## src/hdl/down_counter_millisecond_clock_top_macros.svh

```systemverilog
// ============================================================================
// Assertion macros for the millisecond clock
// Shared concurrent assertion shapes used by the controller and datapath.
// ============================================================================
`ifndef DOWN_COUNTER_MILLISECOND_CLOCK_TOP_MACROS_SVH
`define DOWN_COUNTER_MILLISECOND_CLOCK_TOP_MACROS_SVH

// A condition that must hold at every clock edge out of reset.
`define DCMC_ASSERT_ALWAYS(label, clk, rst_n, cond, msg) \
    label: assert property (@(posedge clk) disable iff (!rst_n) (cond)) \
        else $error(msg);

// A consequent that must hold in the same cycle as its antecedent.
`define DCMC_ASSERT_IMPLIES(label, clk, rst_n, ante, cons, msg) \
    label: assert property (@(posedge clk) disable iff (!rst_n) (ante) |-> (cons)) \
        else $error(msg);

`endif

```

## src/hdl/dcmc_pkg.sv

```systemverilog
// ============================================================================
// Millisecond clock package
// Widths, constants, controller states and the control/status bundles.
// ============================================================================
`default_nettype none

package dcmc_pkg;

    // Field and state widths.
    localparam int COUNTER_BITS = 24;
    localparam int CPU_W        = 8;
    localparam int MS_W         = 32;
    localparam int US_W         = 10;
    localparam int ELAP_W       = COUNTER_BITS + 1;
    localparam int US_SUM_W     = ELAP_W + 1;
    localparam int DIV_CNT_W    = $clog2(ELAP_W);
    localparam int MS_INC_W     = 17;

    // Microseconds per millisecond and its reciprocal, scaled by 2^RECIP_SHIFT.
    // ceil(2^36 / 1000) is exact for every dividend below 2^26.
    localparam int US_PER_MS    = 1000;
    localparam int RECIP_SHIFT  = 36;
    localparam int RECIP_W      = 27;
    localparam int PROD_W       = US_SUM_W + RECIP_W;
    localparam logic [RECIP_W-1:0] RECIP = RECIP_W'(68719477);
    localparam logic [US_W-1:0]    US_PER_MS_V = US_W'(US_PER_MS);

    // Register reset value.
    localparam logic [CPU_W-1:0] CPU_RESET = CPU_W'(48);

    // Command codes.
    localparam logic CMD_START  = 1'b0;
    localparam logic CMD_SAMPLE = 1'b1;

    // Controller states.
    typedef enum logic [2:0] {
        S_IDLE,
        S_DIV,
        S_MUL,
        S_UPD,
        S_OUT
    } t_state;

    // Commands from controller to datapath.
    typedef struct packed {
        logic start;
        logic load_div;
        logic div_step;
        logic mul;
        logic upd;
        logic out_load;
    } t_ctrl_cmd;

    // Status from datapath to controller.
    typedef struct packed {
        logic running;
        logic div_last;
    } t_dp_status;

endpackage

`default_nettype wire

```

## src/hdl/dcmc_in_if.sv

```systemverilog
// ============================================================================
// Input channel
// Valid/ready channel carrying a command and a down counter sample.
// ============================================================================
`default_nettype none

interface dcmc_in_if;
    logic                             valid;
    logic                             ready;
    logic                             cmd;
    logic [dcmc_pkg::COUNTER_BITS-1:0] counter_sample;

    modport source (output valid, output cmd, output counter_sample, input ready);
    modport sink   (input valid, input cmd, input counter_sample, output ready);
endinterface

`default_nettype wire

```

## src/hdl/dcmc_out_if.sv

```systemverilog
// ============================================================================
// Output channel
// Valid/ready channel carrying the millisecond count.
// ============================================================================
`default_nettype none

interface dcmc_out_if;
    logic                     valid;
    logic                     ready;
    logic [dcmc_pkg::MS_W-1:0] millis;

    modport source (output valid, output millis, input ready);
    modport sink   (input valid, input millis, output ready);
endinterface

`default_nettype wire

```

## src/hdl/dcmc_ctrl.sv

```systemverilog
// ============================================================================
// Millisecond clock controller
// Sequences a running sample through divide, multiply, update and result hand-off; other items go straight to hand-off.
// ============================================================================
`default_nettype none

`include "down_counter_millisecond_clock_top_macros.svh"

module dcmc_ctrl (
    input  wire                  i_clk,
    input  wire                  i_rst_n,
    input  wire                  i_in_valid,
    input  wire                  i_in_cmd,
    output logic                 o_in_ready,
    input  wire                  i_out_ready,
    output logic                 o_out_valid,
    input  dcmc_pkg::t_dp_status i_status,
    output dcmc_pkg::t_ctrl_cmd  o_cmd
);

    dcmc_pkg::t_state r_state, n_state;
    logic             r_out_valid, n_out_valid;
    logic             w_out_free;

    // The result register may be reloaded once it is empty or being taken.
    assign w_out_free = !r_out_valid || i_out_ready;

    // Next state.
    always_comb begin
        n_state = r_state;
        case (r_state)
            dcmc_pkg::S_IDLE: begin
                if (i_in_valid && i_in_cmd == dcmc_pkg::CMD_SAMPLE && i_status.running) begin
                    n_state = dcmc_pkg::S_DIV;
                end else if (i_in_valid) begin
                    n_state = dcmc_pkg::S_OUT;
                end
            end
            dcmc_pkg::S_DIV: begin
                if (i_status.div_last) begin
                    n_state = dcmc_pkg::S_MUL;
                end
            end
            dcmc_pkg::S_MUL: begin
                n_state = dcmc_pkg::S_UPD;
            end
            dcmc_pkg::S_UPD: begin
                n_state = dcmc_pkg::S_OUT;
            end
            dcmc_pkg::S_OUT: begin
                if (w_out_free) begin
                    n_state = dcmc_pkg::S_IDLE;
                end
            end
            default: begin
                n_state = dcmc_pkg::S_IDLE;
            end
        endcase
    end

    // Outputs and datapath commands.
    always_comb begin
        o_cmd      = '0;
        o_in_ready = 1'b0;
        case (r_state)
            dcmc_pkg::S_IDLE: begin
                o_in_ready = 1'b1;
                if (i_in_valid && i_in_cmd == dcmc_pkg::CMD_SAMPLE && i_status.running) begin
                    o_cmd.load_div = 1'b1;
                end else if (i_in_valid && i_in_cmd == dcmc_pkg::CMD_START
                             && !i_status.running) begin
                    o_cmd.start = 1'b1;
                end
            end
            dcmc_pkg::S_DIV: begin
                o_cmd.div_step = 1'b1;
            end
            dcmc_pkg::S_MUL: begin
                o_cmd.mul = 1'b1;
            end
            dcmc_pkg::S_UPD: begin
                o_cmd.upd = 1'b1;
            end
            dcmc_pkg::S_OUT: begin
                o_cmd.out_load = w_out_free;
            end
            default: begin
                o_cmd = '0;
            end
        endcase
    end

    // Result valid flag: set on load, cleared when the item is taken.
    always_comb begin
        n_out_valid = r_out_valid;
        if (o_cmd.out_load) begin
            n_out_valid = 1'b1;
        end else if (i_out_ready) begin
            n_out_valid = 1'b0;
        end
    end

    always_ff @(posedge i_clk) begin
        if (!i_rst_n) begin
            r_state     <= dcmc_pkg::S_IDLE;
            r_out_valid <= 1'b0;
        end else begin
            r_state     <= n_state;
            r_out_valid <= n_out_valid;
        end
    end

    assign o_out_valid = r_out_valid;

    // A waiting result is never overwritten.
    `DCMC_ASSERT_IMPLIES(a_no_overwrite, i_clk, i_rst_n, o_cmd.out_load, w_out_free, "result overwritten")
    // The result appears only after the hand-off state.
    `DCMC_ASSERT_IMPLIES(a_valid_from_out, i_clk, i_rst_n, $rose(r_out_valid), $past(r_state) == dcmc_pkg::S_OUT, "result valid outside hand-off")
    // The multiply step always follows the last divide step.
    `DCMC_ASSERT_IMPLIES(a_mul_after_div, i_clk, i_rst_n, r_state == dcmc_pkg::S_MUL, $past(r_state) == dcmc_pkg::S_DIV && $past(i_status.div_last), "multiply without finished divide")

endmodule

`default_nettype wire

```

## src/hdl/dcmc_dp.sv

```systemverilog
// ============================================================================
// Millisecond clock datapath
// Time state, bit-serial cycle divider, millisecond carry and result register.
// ============================================================================
`default_nettype none

`include "down_counter_millisecond_clock_top_macros.svh"

module dcmc_dp (
    input  wire                                i_clk,
    input  wire                                i_rst_n,
    input  wire                                i_cfg_we,
    input  wire [dcmc_pkg::CPU_W-1:0]          i_cfg_wdata,
    input  wire [dcmc_pkg::COUNTER_BITS-1:0]   i_counter_sample,
    input  dcmc_pkg::t_ctrl_cmd                i_cmd,
    output dcmc_pkg::t_dp_status               o_status,
    output logic [dcmc_pkg::MS_W-1:0]          o_millis
);

    // Time state.
    logic [dcmc_pkg::MS_W-1:0]         r_ms_count;
    logic [dcmc_pkg::US_W-1:0]         r_us_rem;
    logic [dcmc_pkg::CPU_W-1:0]        r_cyc_rem;
    logic [dcmc_pkg::COUNTER_BITS-1:0] r_last;
    logic                              r_running;
    logic [dcmc_pkg::CPU_W-1:0]        r_cycles_per_us;

    // Divider and carry working registers.
    logic [dcmc_pkg::ELAP_W-1:0]       r_quo;
    logic [dcmc_pkg::CPU_W-1:0]        r_div_rem;
    logic [dcmc_pkg::CPU_W-1:0]        r_divisor;
    logic [dcmc_pkg::DIV_CNT_W-1:0]    r_cnt;
    logic [dcmc_pkg::US_SUM_W-1:0]     r_us_sum;
    logic [dcmc_pkg::MS_INC_W-1:0]     r_ms_inc;
    logic [dcmc_pkg::MS_W-1:0]         r_millis;

    logic [dcmc_pkg::COUNTER_BITS-1:0] w_diff;
    logic [dcmc_pkg::ELAP_W-1:0]       w_elapsed;
    logic [dcmc_pkg::CPU_W:0]          w_trial;
    logic                              w_ge;
    logic [dcmc_pkg::CPU_W:0]          w_trial_sub;
    logic [dcmc_pkg::US_SUM_W-1:0]     w_us_sum;
    logic [dcmc_pkg::PROD_W-1:0]       w_prod;
    logic [dcmc_pkg::US_SUM_W-1:0]     w_ms_us;
    logic [dcmc_pkg::US_SUM_W-1:0]     w_us_left;

    // Elapsed cycles since the last sample, plus the carried remainder.
    assign w_diff    = r_last - i_counter_sample;
    assign w_elapsed = {1'b0, w_diff} + dcmc_pkg::ELAP_W'(r_cyc_rem);

    // One restoring divide step: shift in the next dividend bit and try subtracting.
    assign w_trial     = {r_div_rem, r_quo[dcmc_pkg::ELAP_W-1]};
    assign w_ge        = w_trial >= {1'b0, r_divisor};
    assign w_trial_sub = w_trial - {1'b0, r_divisor};

    // Whole milliseconds in the microsecond total, by reciprocal multiply.
    assign w_us_sum = dcmc_pkg::US_SUM_W'(r_quo) + dcmc_pkg::US_SUM_W'(r_us_rem);
    assign w_prod   = dcmc_pkg::PROD_W'(w_us_sum) * dcmc_pkg::PROD_W'(dcmc_pkg::RECIP);

    // Microseconds left over after removing the whole milliseconds.
    assign w_ms_us   = dcmc_pkg::US_SUM_W'(r_ms_inc) * dcmc_pkg::US_SUM_W'(dcmc_pkg::US_PER_MS_V);
    assign w_us_left = r_us_sum - w_ms_us;

    // Configuration register.
    always_ff @(posedge i_clk) begin
        if (!i_rst_n) begin
            r_cycles_per_us <= dcmc_pkg::CPU_RESET;
        end else if (i_cfg_we) begin
            r_cycles_per_us <= i_cfg_wdata;
        end
    end

    // Time state and divider control.
    always_ff @(posedge i_clk) begin
        if (!i_rst_n) begin
            r_ms_count <= '0;
            r_us_rem   <= '0;
            r_cyc_rem  <= '0;
            r_last     <= '0;
            r_running  <= 1'b0;
            r_div_rem  <= '0;
            r_divisor  <= dcmc_pkg::CPU_W'(1);
            r_cnt      <= '0;
        end else begin
            if (i_cmd.start) begin
                r_ms_count <= '0;
                r_us_rem   <= '0;
                r_cyc_rem  <= '0;
                r_last     <= i_counter_sample;
                r_running  <= 1'b1;
            end
            if (i_cmd.load_div) begin
                r_last    <= i_counter_sample;
                r_div_rem <= '0;
                r_cnt     <= '0;
                r_divisor <= (r_cycles_per_us == '0) ? dcmc_pkg::CPU_W'(1) : r_cycles_per_us;
            end
            if (i_cmd.div_step) begin
                r_div_rem <= w_ge ? w_trial_sub[dcmc_pkg::CPU_W-1:0]
                                  : w_trial[dcmc_pkg::CPU_W-1:0];
                r_cnt     <= r_cnt + dcmc_pkg::DIV_CNT_W'(1);
            end
            if (i_cmd.mul) begin
                r_cyc_rem <= r_div_rem;
            end
            if (i_cmd.upd) begin
                r_ms_count <= r_ms_count + dcmc_pkg::MS_W'(r_ms_inc);
                r_us_rem   <= w_us_left[dcmc_pkg::US_W-1:0];
            end
        end
    end

    // Payload registers: dividend/quotient shifter, carry terms, result.
    always_ff @(posedge i_clk) begin
        if (i_cmd.load_div) begin
            r_quo <= w_elapsed;
        end else if (i_cmd.div_step) begin
            r_quo <= {r_quo[dcmc_pkg::ELAP_W-2:0], w_ge};
        end
        if (i_cmd.mul) begin
            r_us_sum <= w_us_sum;
            r_ms_inc <= w_prod[dcmc_pkg::RECIP_SHIFT +: dcmc_pkg::MS_INC_W];
        end
        if (i_cmd.out_load) begin
            r_millis <= r_ms_count;
        end
    end

    assign o_status.running  = r_running;
    assign o_status.div_last = r_cnt == dcmc_pkg::DIV_CNT_W'(dcmc_pkg::ELAP_W - 1);
    assign o_millis          = r_millis;

    // The microsecond remainder always stays below one millisecond.
    `DCMC_ASSERT_ALWAYS(a_us_range, i_clk, i_rst_n, r_us_rem < dcmc_pkg::US_PER_MS_V, "microsecond remainder out of range")
    // The working divisor is never zero.
    `DCMC_ASSERT_ALWAYS(a_divisor_nz, i_clk, i_rst_n, r_divisor != '0, "zero divisor")
    // The partial remainder stays below the divisor.
    `DCMC_ASSERT_ALWAYS(a_rem_range, i_clk, i_rst_n, r_div_rem < r_divisor, "divide remainder out of range")

endmodule

`default_nettype wire

```

## src/hdl/down_counter_millisecond_clock_top.sv

```systemverilog
// ============================================================================
// Millisecond clock from a down counter
// Top level: joins the controller, the datapath and the channel interfaces.
// ============================================================================
// The block keeps a wrapping 32-bit millisecond count from samples of a
// free-running 24-bit down counter. A start item while stopped clears the
// time and latches the sample; a sample item while running adds the elapsed
// cycles, divided by cycles_per_us, to the count. Every item returns one
// result with the current count. A start item, or a sample before the clock
// runs, goes straight from acceptance to hand-off. A sample while running
// passes the bit-serial divider, one cycle for each of the 25 bits of elapsed
// cycles; a reciprocal multiply and an update step then carry microseconds
// into milliseconds. A new item is accepted while a finished result waits to
// be taken. The user must write cycles_per_us through i_cfg_we and i_cfg_wdata
// only while the block is idle; the block does not enforce this. Zero acts as one.
`default_nettype none

module down_counter_millisecond_clock_top (
    input  wire                        i_clk,
    input  wire                        i_rst_n,
    input  wire                        i_cfg_we,
    input  wire [dcmc_pkg::CPU_W-1:0]  i_cfg_wdata,
    dcmc_in_if.sink                    i_in,
    dcmc_out_if.source                 o_out
);

    dcmc_pkg::t_ctrl_cmd  w_cmd;
    dcmc_pkg::t_dp_status w_status;
    logic                 w_in_ready;
    logic                 w_out_valid;
    logic [dcmc_pkg::MS_W-1:0] w_millis;

    // Sequencing.
    dcmc_ctrl u_ctrl (
        .i_clk       (i_clk),
        .i_rst_n     (i_rst_n),
        .i_in_valid  (i_in.valid),
        .i_in_cmd    (i_in.cmd),
        .o_in_ready  (w_in_ready),
        .i_out_ready (o_out.ready),
        .o_out_valid (w_out_valid),
        .i_status    (w_status),
        .o_cmd       (w_cmd)
    );

    // Arithmetic and state.
    dcmc_dp u_dp (
        .i_clk            (i_clk),
        .i_rst_n          (i_rst_n),
        .i_cfg_we         (i_cfg_we),
        .i_cfg_wdata      (i_cfg_wdata),
        .i_counter_sample (i_in.counter_sample),
        .i_cmd            (w_cmd),
        .o_status         (w_status),
        .o_millis         (w_millis)
    );

    // Channel hookup.
    assign i_in.ready   = w_in_ready;
    assign o_out.valid  = w_out_valid;
    assign o_out.millis = w_millis;

endmodule

`default_nettype wire
```

## src/flat_wrapper.sv

```systemverilog
// flat-port wrapper written by rule: the top's interface ports become plain ports
module down_counter_millisecond_clock_top_flat 
  (i_clk, i_rst_n, i_cfg_we, i_cfg_wdata, i_in_valid, i_in_cmd, i_in_counter_sample, i_in_ready, o_out_valid, o_out_millis, o_out_ready);
  dcmc_in_if i_in_i ();
  dcmc_out_if o_out_i ();
  input  wire i_clk;
  input  wire i_rst_n;
  input  wire i_cfg_we;
  input  wire [dcmc_pkg::CPU_W-1:0] i_cfg_wdata;
  input wire logic [$bits(i_in_i.valid)-1:0] i_in_valid;
  input wire logic [$bits(i_in_i.cmd)-1:0] i_in_cmd;
  input wire logic [$bits(i_in_i.counter_sample)-1:0] i_in_counter_sample;
  output wire logic [$bits(i_in_i.ready)-1:0] i_in_ready;
  output wire logic [$bits(o_out_i.valid)-1:0] o_out_valid;
  output wire logic [$bits(o_out_i.millis)-1:0] o_out_millis;
  input wire logic [$bits(o_out_i.ready)-1:0] o_out_ready;
  assign i_in_i.valid = i_in_valid;
  assign i_in_i.cmd = i_in_cmd;
  assign i_in_i.counter_sample = i_in_counter_sample;
  assign i_in_ready = i_in_i.ready;
  assign o_out_valid = o_out_i.valid;
  assign o_out_millis = o_out_i.millis;
  assign o_out_i.ready = o_out_ready;
  down_counter_millisecond_clock_top u_core (.i_clk(i_clk), .i_rst_n(i_rst_n), .i_cfg_we(i_cfg_we), .i_cfg_wdata(i_cfg_wdata), .i_in(i_in_i), .o_out(o_out_i));
endmodule
```

## config.mk

```make
export PLATFORM = sky130hd
export DESIGN_NAME = down_counter_millisecond_clock_top_flat
export DESIGN_NICKNAME = d
export VERILOG_FILES = /design/src/hdl/dcmc_pkg.sv /design/src/hdl/dcmc_in_if.sv /design/src/hdl/dcmc_out_if.sv /design/src/hdl/dcmc_ctrl.sv /design/src/hdl/dcmc_dp.sv /design/src/hdl/down_counter_millisecond_clock_top.sv /design/src/flat_wrapper.sv
export VERILOG_INCLUDE_DIRS = /design/src /design/src/hdl
export SDC_FILE = /design/constraint.sdc
export NUM_CORES = 1
export LEC_CHECK = 0
export ABC_CLOCK_PERIOD_IN_PS = 23400
export BUFFER_PORTS_ARGS = -buffer_cell sky130_fd_sc_hd__buf_2
export CAP_MARGIN = 20
export CORE_UTILIZATION = 35
export DETAILED_ROUTE_END_ITERATION = 8
export GPL_TIMING_DRIVEN = 0
export PLACE_DENSITY_LB_ADDON = 0.15
export REMOVE_ABC_BUFFERS = 1
export SLEW_MARGIN = 15
export SYNTH_ARGS = -nofsm -noshare
export SYNTH_HDL_FRONTEND = slang
export SYNTH_SLANG_ARGS = --single-unit
```

## constraint.sdc

```tcl
create_clock -name i_clk -period 23.4 [get_ports i_clk]
set_clock_uncertainty 0.15 [all_clocks]
set_input_delay 2.34 -clock i_clk [delete_from_list [all_inputs] [get_ports i_clk]]
set_output_delay 2.34 -clock i_clk [all_outputs]
set_load 0.01 [all_outputs]
```

* After elaboration in Yosys (flattened, before gate mapping) *
Cells that the tools add are included.

cells by class
  mux-type cells = 32
  multipliers = 2
  reductions and logical operators = 15
  add/sub/neg operators = 7
  order comparisons = 1
  eq/ne operators = 8
  bitwise gates (word level) = 1

operators with widths
  kind                                                                    count
  32-bit 2-to-1 mux                                                       2
  26-bit by 27-bit multiplier with 53-bit output (second input constant)  1
  25-bit 2-to-1 mux                                                       2
  24-bit 2-to-1 mux                                                       2
  8-bit 2-to-1 mux                                                        6
  32-bit by 17-bit adder with 32-bit output                               1
  25-bit by 10-bit adder with 26-bit output                               1
  24-bit by 8-bit adder with 25-bit output                                1
  24-bit subtractor                                                       1
  10-bit 2-to-1 mux                                                       2
  17-bit by 7-bit multiplier with 7-bit output (second input constant)    1
  3-bit case mux with 5 select lines                                      1
  3-bit 2-to-1 mux                                                        4
  1-bit 2-to-1 mux                                                        10
  5-bit 2-to-1 mux                                                        2
  2-bit nonzero test                                                      5
  10-bit subtractor                                                       1
  9-bit by 8-bit >= comparator with 1-bit output                          1
  8-bit zero test                                                         1
  8-bit subtractor                                                        1
  3-bit by 2-bit equality test with 1-bit output (second input constant)  2
  5-bit by 1-bit adder with 5-bit output (second input constant)          1
  5-bit equality test (second input constant)                             1
  1-bit logical AND                                                       4
  other kinds (10)                                                        12

storage, ports and cells
  register bits = 192
  bits of input ports = 38
  output and inout bits = 34
  word-level logic and storage cells = 81

* Logic depth before layout (Yosys ltp) *
Gate-level depths: netlist of the first run.

  depth in word-level cells = 8
  mapped depth = 37
  depth with buffers taken out = 37

* Cells and area by module *
Synthesis of the first run repeated with hierarchy kept, for this count alone.

second synthesis, totals
  cells, all modules = 2218
  area, all modules = 21540.7 um^2

by module, submodules not included
  module     instances  area each (um^2)  cells each
  dcmc_dp    1          21247.9           2184
  dcmc_ctrl  1          292.8             34

* Worst setup path after synthesis of the first run *
No wires, ideal clock.

  path type = register to register
  start = reg u_core.u_dp.r_quo[0] (netlist bit)
  end = reg u_core.u_dp.r_ms_inc[7] (netlist bit) (data pin)
  cell stages (with the launch flop) = 36
  required time = 22992 ps
  library setup time = 258 ps
  path slack = 14581 ps
  arrival = 8412 ps
  path buffers = 0
  period minus slack after synthesis = 8819 ps
  cell sequence = edfxtp_1 ha_1 inv_1 fa_1 inv_1 a21oi_1 o21bai_1 a21oi_1 o21bai_1 a21o_1 a21o_1 a41oi_1 or3_1 xnor2_1 fa_1 inv_1 fa_1 inv_1 fa_1 fa_1 fa_1 fa_1 inv_1 fa_1 inv_1 ha_1 a21o_1 a21o_1 a211oi_1 o2111ai_1 a211oi_1 o21ai_0 a221oi_1 o21bai_1 a21oi_1 xnor2_1

on the way
  word-level cells in the longest chain between the ends = 2

RTL lines
  element                                         line            RTL
  from (decl)                                     dcmc_dp.sv:29   logic [dcmc_pkg::ELAP_W-1:0] r_quo;
  from (signal assigned)                          dcmc_dp.sv:116  r_quo <= w_elapsed;
  from (signal assigned)                          dcmc_dp.sv:118  r_quo <= {r_quo[dcmc_pkg::ELAP_W-2:0], w_ge};
  25-bit by 10-bit adder with 26-bit output       dcmc_dp.sv:57   assign w_us_sum = dcmc_pkg::US_SUM_W'(r_quo) + dcmc_pkg::US_SUM_W'(r_us_rem);
  26-bit by 27-bit multiplier with 53-bit output  dcmc_dp.sv:58   assign w_prod = dcmc_pkg::PROD_W'(w_us_sum) * dcmc_pkg::PROD_W'(dcmc_pkg::RECIP);
  net u_core.u_dp.w_prod (one bit)                dcmc_dp.sv:43   logic [dcmc_pkg::PROD_W-1:0] w_prod;
  to (signal assigned)                            dcmc_dp.sv:122  r_ms_inc <= w_prod[dcmc_pkg::RECIP_SHIFT +: dcmc_pkg::MS_INC_W];
  to (decl)                                       dcmc_dp.sv:34   logic [dcmc_pkg::MS_INC_W-1:0] r_ms_inc;

The timed path passes the listed nets, and every way through them passes these cells.
A chain may end at the register's enable or synchronous reset.

* Worst setup path after layout of the first run *
  start = reg u_core.u_dp.r_us_rem[0] (netlist bit)
  end = reg u_core.u_dp.r_ms_inc[7] (netlist bit) (data pin)

on the way
  word-level cells in the longest chain between the ends = 2

RTL lines
  element                                         line            RTL
  from (decl)                                     dcmc_dp.sv:22   logic [dcmc_pkg::US_W-1:0] r_us_rem;
  from (signal assigned)                          dcmc_dp.sv:108  r_us_rem <= w_us_left[dcmc_pkg::US_W-1:0];
  25-bit by 10-bit adder with 26-bit output       dcmc_dp.sv:57
  26-bit by 27-bit multiplier with 53-bit output  dcmc_dp.sv:58
  net u_core.u_dp.w_prod (one bit)                dcmc_dp.sv:43

The timed path passes the listed nets, and every way through them passes these cells.

==> results.md, run 1 <==
* Outcome: finished, final reports clean
* Cell taking the most area after synthesis: fa_1
* Port Buf Inserts at 71
* RR Endpoint: u_core.u_dp.r_ms_inc[7]
* Synth Instances at 2219
* Max stage delay on crit path at 0.85 ns
* Most common cell in the synthesized netlist: inv_1
* Layout cells sized above 1 at 7.44%
* Hold Worst Slack at 0.316 ns
* Final wirelength at 50200 um
* Hold Path End: u_core.u_dp.o_millis[31]
* Die W at 249 um
* RSZ-0062 raised after global routing: false
* Cell variety after synth at 76
* Vias at 14900
* Post_cts resized at 0
* Req. time, crit path at 23.45 ns
* Global-route wire length before repair at 83900 um
* Hold Path Cell Cnt at 0
* Type of origin of the critical path: register
* CP endpoint kind: register
* DR iter-0 viols at 572
* Post-CTS Setup Bufs at 0
* Congestion Overflow GR at 0
* R2R cell count at 35
* Worst reg-to-reg setup slack at 12.79 ns
* Slew @ Worst Pin at 1.12 ns
* Largest net degree at the start of global routing at 69
* Post-synth EDFFs at 84
* Initial antenna violation count at 0
* Area Growth Syn to Fin at 10.6%
* Nets at 2899
* Row count at 90
* Fmax at 94.2 MHz
* R2R Path Start: u_core.u_dp.r_us_rem[0]
* TritonCTS clock tree: yes
* Setup CP Type: register to register
* Period utilisation layout at 45.4%
* CP top delay family: adder cells
* DR vias/cell at 4.84
* Core Box Area at 60400 sq um
* Post-synth top area share at 20.9%
* Crit Path Max Fanout at 7
* Root buf cell: clkbuf_16
* Crit path DAT at 10.67 ns
* Die Y-Extent at 249 um
* Final hold viol count at 0
* Clock Latency Late Sink at 0.46 ns
* Diode count at 0
* Top post-synthesis cells by area: fa_1, ha_1, edfxtp_1
* Synthesized area per cell at 9.64 sq um
* # clock sinks at 192
* Synth top cells by count: inv_1, ha_1, fa_1, nand2_1, dfxtp_1
* Main synth FF type: dfxtp_1
* Hold Crit Start: u_core.u_dp.r_ms_count[31]
* Post-Route Setup TNS at 0 ns
* Post-DRT Antenna Nets at 0
* Number of global-route vias before repair at 15700
* Setup violators final at 0
* IO Pins at 72
* CTS HTree Levels at 4
* First-pass DRT Iterations at 5
* Slowest CP cell: xnor2_1
* CTS Buf Count at 17
* Die area at 62100 sq um
* Asr flop ratio synth at 0%
* Initial cell density of the core at 35.4%
* DRC at 0
* CTS clk-pin slew, worst paths at 0.09 ns
* Synthesized cell area at 21400 sq um
* Total track usage at 17.0%
* Wire length per cell at 16.3 um
* Crit path buf inv count at 6
* Hold crit path type: register to register
* DPL Wire Length at 41700 um
* Routability cong. at 0.889
* YS warnings at 0
* Crit path time final at 10.61 ns
* Hold Buf Count CTS at 0
* Clock buffer depth at 2
* Seq/Total Area, Yosys at 21.9%
* Max_cap viols at 0
* Cell mode on critical path: fa_1
* Final Slew Violations at 0
* Seq cells post-synth at 192
* Relative slew slack at 24.7%
-- registers in the layout (all words and copies together), names as in the netlist, 3 cells and up --
signal	count
u_core.u_dp.r_us_rem	10
u_core.u_dp.r_cyc_rem	8
u_core.u_dp.o_millis	32
u_core.u_dp.r_us_sum	10
u_core.u_dp.r_divisor	8
u_core.u_dp.r_ms_inc	17
u_core.u_dp.r_ms_count	32
u_core.u_dp.r_cnt	5
u_core.u_dp.r_last	24
u_core.u_ctrl.r_state	3
u_core.u_dp.r_quo	25
u_core.u_dp.r_div_rem	8
u_core.u_dp.r_cycles_per_us	8
-- stage by stage --
stage	cell area (sq um)	utilization, %	setup slack (ns)	std cells
2_1_floorplan	21200	-	14.58	2168
3_3_place_gp	22500	37.3	12.64	3021
3_5_place_dp	23000	38.0	12.58	3043
4_1_cts	23600	39.1	12.53	3075
5_1_grt	23600	39.2	12.24	3079
6_report	23600	39.2	12.79	3079
-- cell families after synthesis --
| logic type | after synthesis | share of synthesized area, % |
|---|---|---|
| fa+ha+maj | 577 | 41.6 |
| buf+inv | 492 | 8.66 |
| simple gates | 437 | 10.1 |
| compound gates | 378 | 11.8 |
| flops | 192 | 21.9 |
| xor+xnor | 123 | 5.04 |
| mux | 20 | 0.966 |
-- worst max path at each step --
stage,depth (start not counted),slack [ns],endpoint,startpoint
4_1_cts,32,12.53,u_core.u_dp.r_ms_inc[15],u_core.u_dp.r_quo[1]
3_3_place_gp,34,12.64,u_core.u_dp.r_ms_inc[15],u_core.u_dp.r_quo[0]
6_report,35,12.79,u_core.u_dp.r_ms_inc[7],u_core.u_dp.r_us_rem[0]
3_5_place_dp,32,12.58,u_core.u_dp.r_ms_inc[15],u_core.u_dp.r_quo[1]
2_1_floorplan,35,14.58,u_core.u_dp.r_ms_inc[7],u_core.u_dp.r_quo[0]
5_1_grt,34,12.24,u_core.u_dp.r_ms_inc[15],u_core.u_dp.r_us_rem[0]
-- layer usage --
metal	global-route usage, %	routed length [um]	vias up	part of all wire, %
li1	-	-	7508	-
met1	23.9	24900	7191	50
met2	27.4	22900	162	46
met3	2.76	1580	37	3.2
met4	3.54	779	0	1.6
met5	0	0	-	0
-- layout make-up --
cell class | instances | area (sq um)
Clock inverter | 15 | 219
Multi-Input combinational cell | 1535 | 15000
Fill cell | 6036 | 36700
Tap cell | 782 | 978
Timing Repair Buffer | 97 | 707
Clock buffer | 17 | 425
Inverter | 441 | 1660
Sequential cell | 192 | 4680
-- worst reg2reg max path, delay by kind of cell, from the launching register on --
family,cells,cell delay (ns)
xor+xnor,2,0.94
compound gates,16,3.60
fa+ha+maj,10,4.45
buf+inv,6,0.40
simple gates,1,0.47
flops,1,0.36
-- cell usage in the layout, fill, tap and decap left out, types with 8 or more instances in the layout --
| cell | count |
|---|---|
| and2_1 | 17 |
| nand4_1 | 18 |
| o21ai_1 | 14 |
| o21a_1 | 11 |
| o21ai_0 | 70 |
| xnor2_1 | 61 |
| xor2_1 | 47 |
| edfxtp_1 | 84 |
| nand3_1 | 58 |
| a31oi_1 | 9 |
| buf_2 | 71 |
| clkinv_8 | 8 |
| a21boi_0 | 51 |
| nor2_1 | 56 |
| a211oi_1 | 10 |
| and3_1 | 19 |
| fa_1 | 223 |
| nand2_1 | 178 |
| dfxtp_1 | 108 |
| nor2b_1 | 16 |
| a21oi_1 | 76 |
| buf_6 | 9 |
| ha_1 | 354 |
| a21o_1 | 50 |
| inv_1 | 440 |
| mux2i_1 | 18 |
| o21bai_1 | 23 |
| xnor2_2 | 10 |
| nor3_1 | 14 |
| clkbuf_16 | 17 |
| buf_4 | 8 |
Power of run 1 is left out: the tool's default activity adds up to more than one toggle a clock period on the data nets, which glitch-free logic cannot reach.
==> run 2: changes to the inputs <==
ABC_CLOCK_PERIOD_IN_PS = 10980   (was 23400)
clock period = 10.98 ns   (was 23.4 ns; I/O delays follow)
==> results.md, run 2 (same netlist as run 1, synthesis figures left out) <==
* Total track usage at 17.0%
* DRC at 0
* Global-route wire length before repair at 83900 um
* Initial cell density of the core at 35.4%
* Congestion Overflow GR at 0
* DPL Wire Length at 41700 um
* Routability cong. at 0.889
* Commonest cells after routing, fill and taps aside: inv_1, ha_1, fa_1
* Hold Buf Count CTS at 0
* Port Buf Inserts at 71
* Cell mode on critical path: fa_1
* Crit path buf inv count at 6
* CP endpoint kind: register
* Setup violators final at 0
* Fillers at 6034
* Setup CP Type: register to register
* Post-Route Setup TNS at 0 ns
* Outcome: finished, final reports clean
* Crit path time final at 10.33 ns
* Relative slew slack at 23.4%
* Place WS at 0.157 ns
* Crit Path Max Fanout at 6
* Final setup margin at 0.645 ns
* Row count at 90
* Final hold viol count at 0
* IO Pins at 72
* Final Slew Violations at 0
* DR vias/cell at 4.84
* Slew @ Worst Pin at 1.14 ns
* DR iter-0 viols at 573
* Max stage delay on crit path at 0.69 ns
* Hold crit path type: register to register
* Largest net degree at the start of global routing at 69
* First-pass DRT Iterations at 5
* TritonCTS clock tree: yes
* Vias at 14900
* Clock buffer depth at 2
* Die Y-Extent at 249 um
* Number of global-route vias before repair at 15700
* Hold Worst Slack at 0.314 ns
* Final wirelength at 50200 um
* RSZ-0062 raised after global routing: false
* Most common cell after layout, fill and taps aside: inv_1
* CP top delay family: adder cells
* CTS HTree Levels at 4
* Layout Cells excl Fill at 3079
* Layout cells sized above 1 at 7.49%
* Area Growth Syn to Fin at 10.7%
* Max_cap viols at 0
* Period utilisation layout at 94.1%
* Post-DRT Antenna Nets at 0
* Placed insts at 3043
* CTS Buf Count at 17
* Post_cts resized at 0
* Core Box Area at 60400 sq um
* Wire length per cell at 16.3 um
* Diode count at 0
* Root buf cell: clkbuf_16
* Post-CTS Setup Bufs at 0
* Fmax at 96.8 MHz
* Req. time, crit path at 11.02 ns
* Slowest CP cell: a2111oi_1
* Die area at 62100 sq um
* # clock sinks at 192
* Clock Latency Late Sink at 0.46 ns
* Crit path DAT at 10.38 ns
* Type of origin of the critical path: register
* Die W at 249 um
* Nets at 2899
* CTS clk-pin slew, worst paths at 0.09 ns
* Initial antenna violation count at 0
==> run 2: cell counts in the layout (fill, tap and decap cells not counted) <==
No cell type changed its count.
==> run 2: per-layer routing <==
| metal | share of wire [%] | track usage [%] | up-vias |
|---|---|---|---|
| met3 | 3.3 | 2.76 | 38 |
| met5 | 0 | 0 | - |
| met2 | 46 | 27.4 | 169 |
| li1 | - | - | 7508 |
| met1 | 50 | 23.9 | 7196 |
| met4 | 1.6 | 3.54 | 0 |
==> run 2: final cells by class <==
type                    instances  area, sq um  share of cell area, %
repair buffers                 97          707                   2.99
multi-input cells            1535        15000                   63.4
well taps                     782          978                   4.14
clock buffers                  17          425                   1.80
clock inverters                15          219                  0.926
inverters                     441         1660                   7.00
flip-flops and latches        192         4680                   19.8
==> run 2: worst paths after layout <==
kind                         endpoint  slack, ns  depth (start not counted)                       start
max          u_core.u_dp.r_ms_inc[16]       0.65                         34     u_core.u_dp.r_us_rem[0]
min          u_core.u_dp.o_millis[31]       0.31                          0  u_core.u_dp.r_ms_count[31]
max reg2reg  u_core.u_dp.r_ms_inc[16]       0.65                         34     u_core.u_dp.r_us_rem[0]
min reg2reg  u_core.u_dp.o_millis[31]       0.31                          0  u_core.u_dp.r_ms_count[31]
==> run 2: per-stage QoR <==
stage | area [sq um] | utilization, %
2_1_floorplan | 21200 | -
3_3_place_gp | 22500 | 37.3
3_5_place_dp | 23000 | 38.0
4_1_cts | 23600 | 39.1
5_1_grt | 23700 | 39.2
6_report | 23700 | 39.2
Power of run 2 is left out for the same reason.
==> run 3: changes to the inputs <==
ABC_AREA = 1   (was unset)
==> results.md, run 3 <==
* Number of global-route vias before repair at 18700
* Total track usage at 18.7%
* CTS clk-pin slew, worst paths at 0.08 ns
* Die W at 257 um
* CTS Buf Count at 17
* Crit path DAT at 9.84 ns
* Seq/Total Area, Yosys at 20.5%
* Port Buf Inserts at 71
* Max stage delay on crit path at 0.62 ns
* Final wirelength at 59400 um
* Type of origin of the critical path: register
* Hold Worst Slack at 0.310 ns
* Post-Route Setup TNS at 0 ns
* Asr flop ratio synth at 0%
* Global-route wire length before repair at 97500 um
* Synth top cells by count: inv_1, nand2_1, ha_1, a21oi_1, fa_1
* Comb power frac at 68.4%
* Nets at 3487
* Hold Buf Count CTS at 0
* DR vias/cell at 4.77
* Seq cells post-synth at 192
* Final hold viol count at 0
* Row count at 93
* Pwr dens at 186 nW/um^2
* Sequential share of power at 17.6%
* Most common cell after layout, fill and taps aside: inv_1
* Main synth FF type: dfxtp_1
* Final Slew Violations at 0
* Worst reg-to-reg setup slack at 1.23 ns
* Synthesized area per cell at 8.14 sq um
* Routability cong. at 0.898
* Pint at 2260 uW
* Vias at 17800
* Clock Latency Late Sink at 0.50 ns
* Setup violators final at 0
* Wire length per cell at 15.9 um
* Outcome: finished, final reports clean
* DR iter-0 viols at 696
* Power, Total at 4640 uW
* Layout cells sized above 1 at 6.72%
* Synth Instances at 2801
* Clock buffer depth at 2
* Relative slew slack at 33.5%
* Clock share of power at 14.0%
* Crit path time final at 9.75 ns
* Core Util, Final at 38.7%
* Commonest cells after routing, fill and taps aside: inv_1, nand2_1, ha_1
* Diode count at 0
* RSZ-0062 raised after global routing: false
* Sw Share at 51.3%
* Slew @ Worst Pin at 0.997 ns
* CP endpoint kind: register
* YS warnings at 0
* Initial cell density of the core at 35.4%
* Area after DPL at 24300 sq um
* Leakage at 0.0124 uW
* Die area at 66200 sq um
* Cell mode on critical path: fa_1
* Setup CP Type: register to register
* CTS HTree Levels at 4
* Max_cap viols at 0
* Req. time, crit path at 11.07 ns
* Die Y-Extent at 257 um
* Post_cts resized at 0
* Period utilisation layout at 88.8%
* Congestion Overflow GR at 0
* Initial antenna violation count at 0
* Post-synth top area share at 19.6%
* Fmax at 103 MHz
* P_sw at 2380 uW
* Most common cell in the synthesized netlist: inv_1
* DPL Wire Length at 51400 um
* Cell taking the most area after synthesis: fa_1
* Post-DRT Antenna Nets at 0
* Largest net degree at the start of global routing at 56
* Core Box Area at 64500 sq um
* First-pass DRT Iterations at 5
* DRC at 0
* TritonCTS clock tree: yes
* IO Pins at 72
* Area Growth Syn to Fin at 9.40%
* Post-synth EDFFs at 84
* Crit Path Max Fanout at 8
* Slowest CP cell: xor2_1
* Root buf cell: clkbuf_16
* Hold crit path type: register to register
* # clock sinks at 192
* Final Cell Area at 25000 sq um
* Synthesized cell area at 22800 sq um
* Cell variety after synth at 53
* Peak VDD IR at 0.146 mV
* Post-CTS Setup Bufs at 0
* Top post-synthesis cells by area: fa_1, ha_1, edfxtp_1
[run 3: power groups by stage]
stage               clock (uW)  sequential (uW)  combinational (uW)
CTS                        675              818                3240
finish                     647              817                3170
detailed placement           0              834                3210
global placement             0              834                3200
floorplan                    0              839                2310
global route               697              821                3700
[run 3: cell type report]
cell class	instances	area [sq um]
clock inverter	12	135
tap	855	1070
fill	6787	39500
clock buffer	20	467
sequential	192	4680
multi-input combinational	1936	15700
timing repair buffer	83	504
inverter	642	2410
[run 3: path summary, 6_finish.rpt]
path	cells after the start	startpoint	to
worst max-delay path	36	u_core.u_dp.r_quo[0]	u_core.u_dp.r_ms_inc[15]
worst min-delay path	2	u_core.u_dp.r_divisor[5]	u_core.u_dp.r_divisor[5]
worst max register to register	36	u_core.u_dp.r_quo[0]	u_core.u_dp.r_ms_inc[15]
worst min register to register	2	u_core.u_dp.r_divisor[5]	u_core.u_dp.r_divisor[5]
[run 3: logic make-up after synthesis]
logic type / count (synthesis) / synth area share [%]
AOI/OAI and AO/OA: 438 / 10.3
xor gates and xnor gates: 67 / 2.57
adders and majority gates: 577 / 39.0
buffers and inverters: 673 / 11.1
DFF: 192 / 20.5
and+or+nand+nor: 854 / 16.5
[run 3: through the flow]
step | worst slack [ns] | cells
floorplan | 2.95 | 2770
global placement | 1.29 | 3696
CTS | 1.10 | 3737
global route | 0.504 | 3740
detailed placement | 1.15 | 3705
finish | 1.23 | 3740
[run 3: per-layer routing]
layer	vias to the layer above	wire length [um]	track usage, %
met5	-	0	0
met4	0	1350	5.74
met3	53	1310	2.23
met2	197	29800	33.1
met1	8486	26900	23.7
li1	9090	-	-
[run 3: worst max-delay path, delay by kind of cell, from the launching register on]
| kind | cells | cell delay (ns) |
|---|---|---|
| fa+ha+maj | 10 | 4.71 |
| xor+xnor | 2 | 0.78 |
| simple gates | 11 | 1.40 |
| flops | 1 | 0.36 |
| compound gates | 6 | 1.24 |
| buf+inv | 7 | 0.84 |
(Power assumes the default switching activity.)
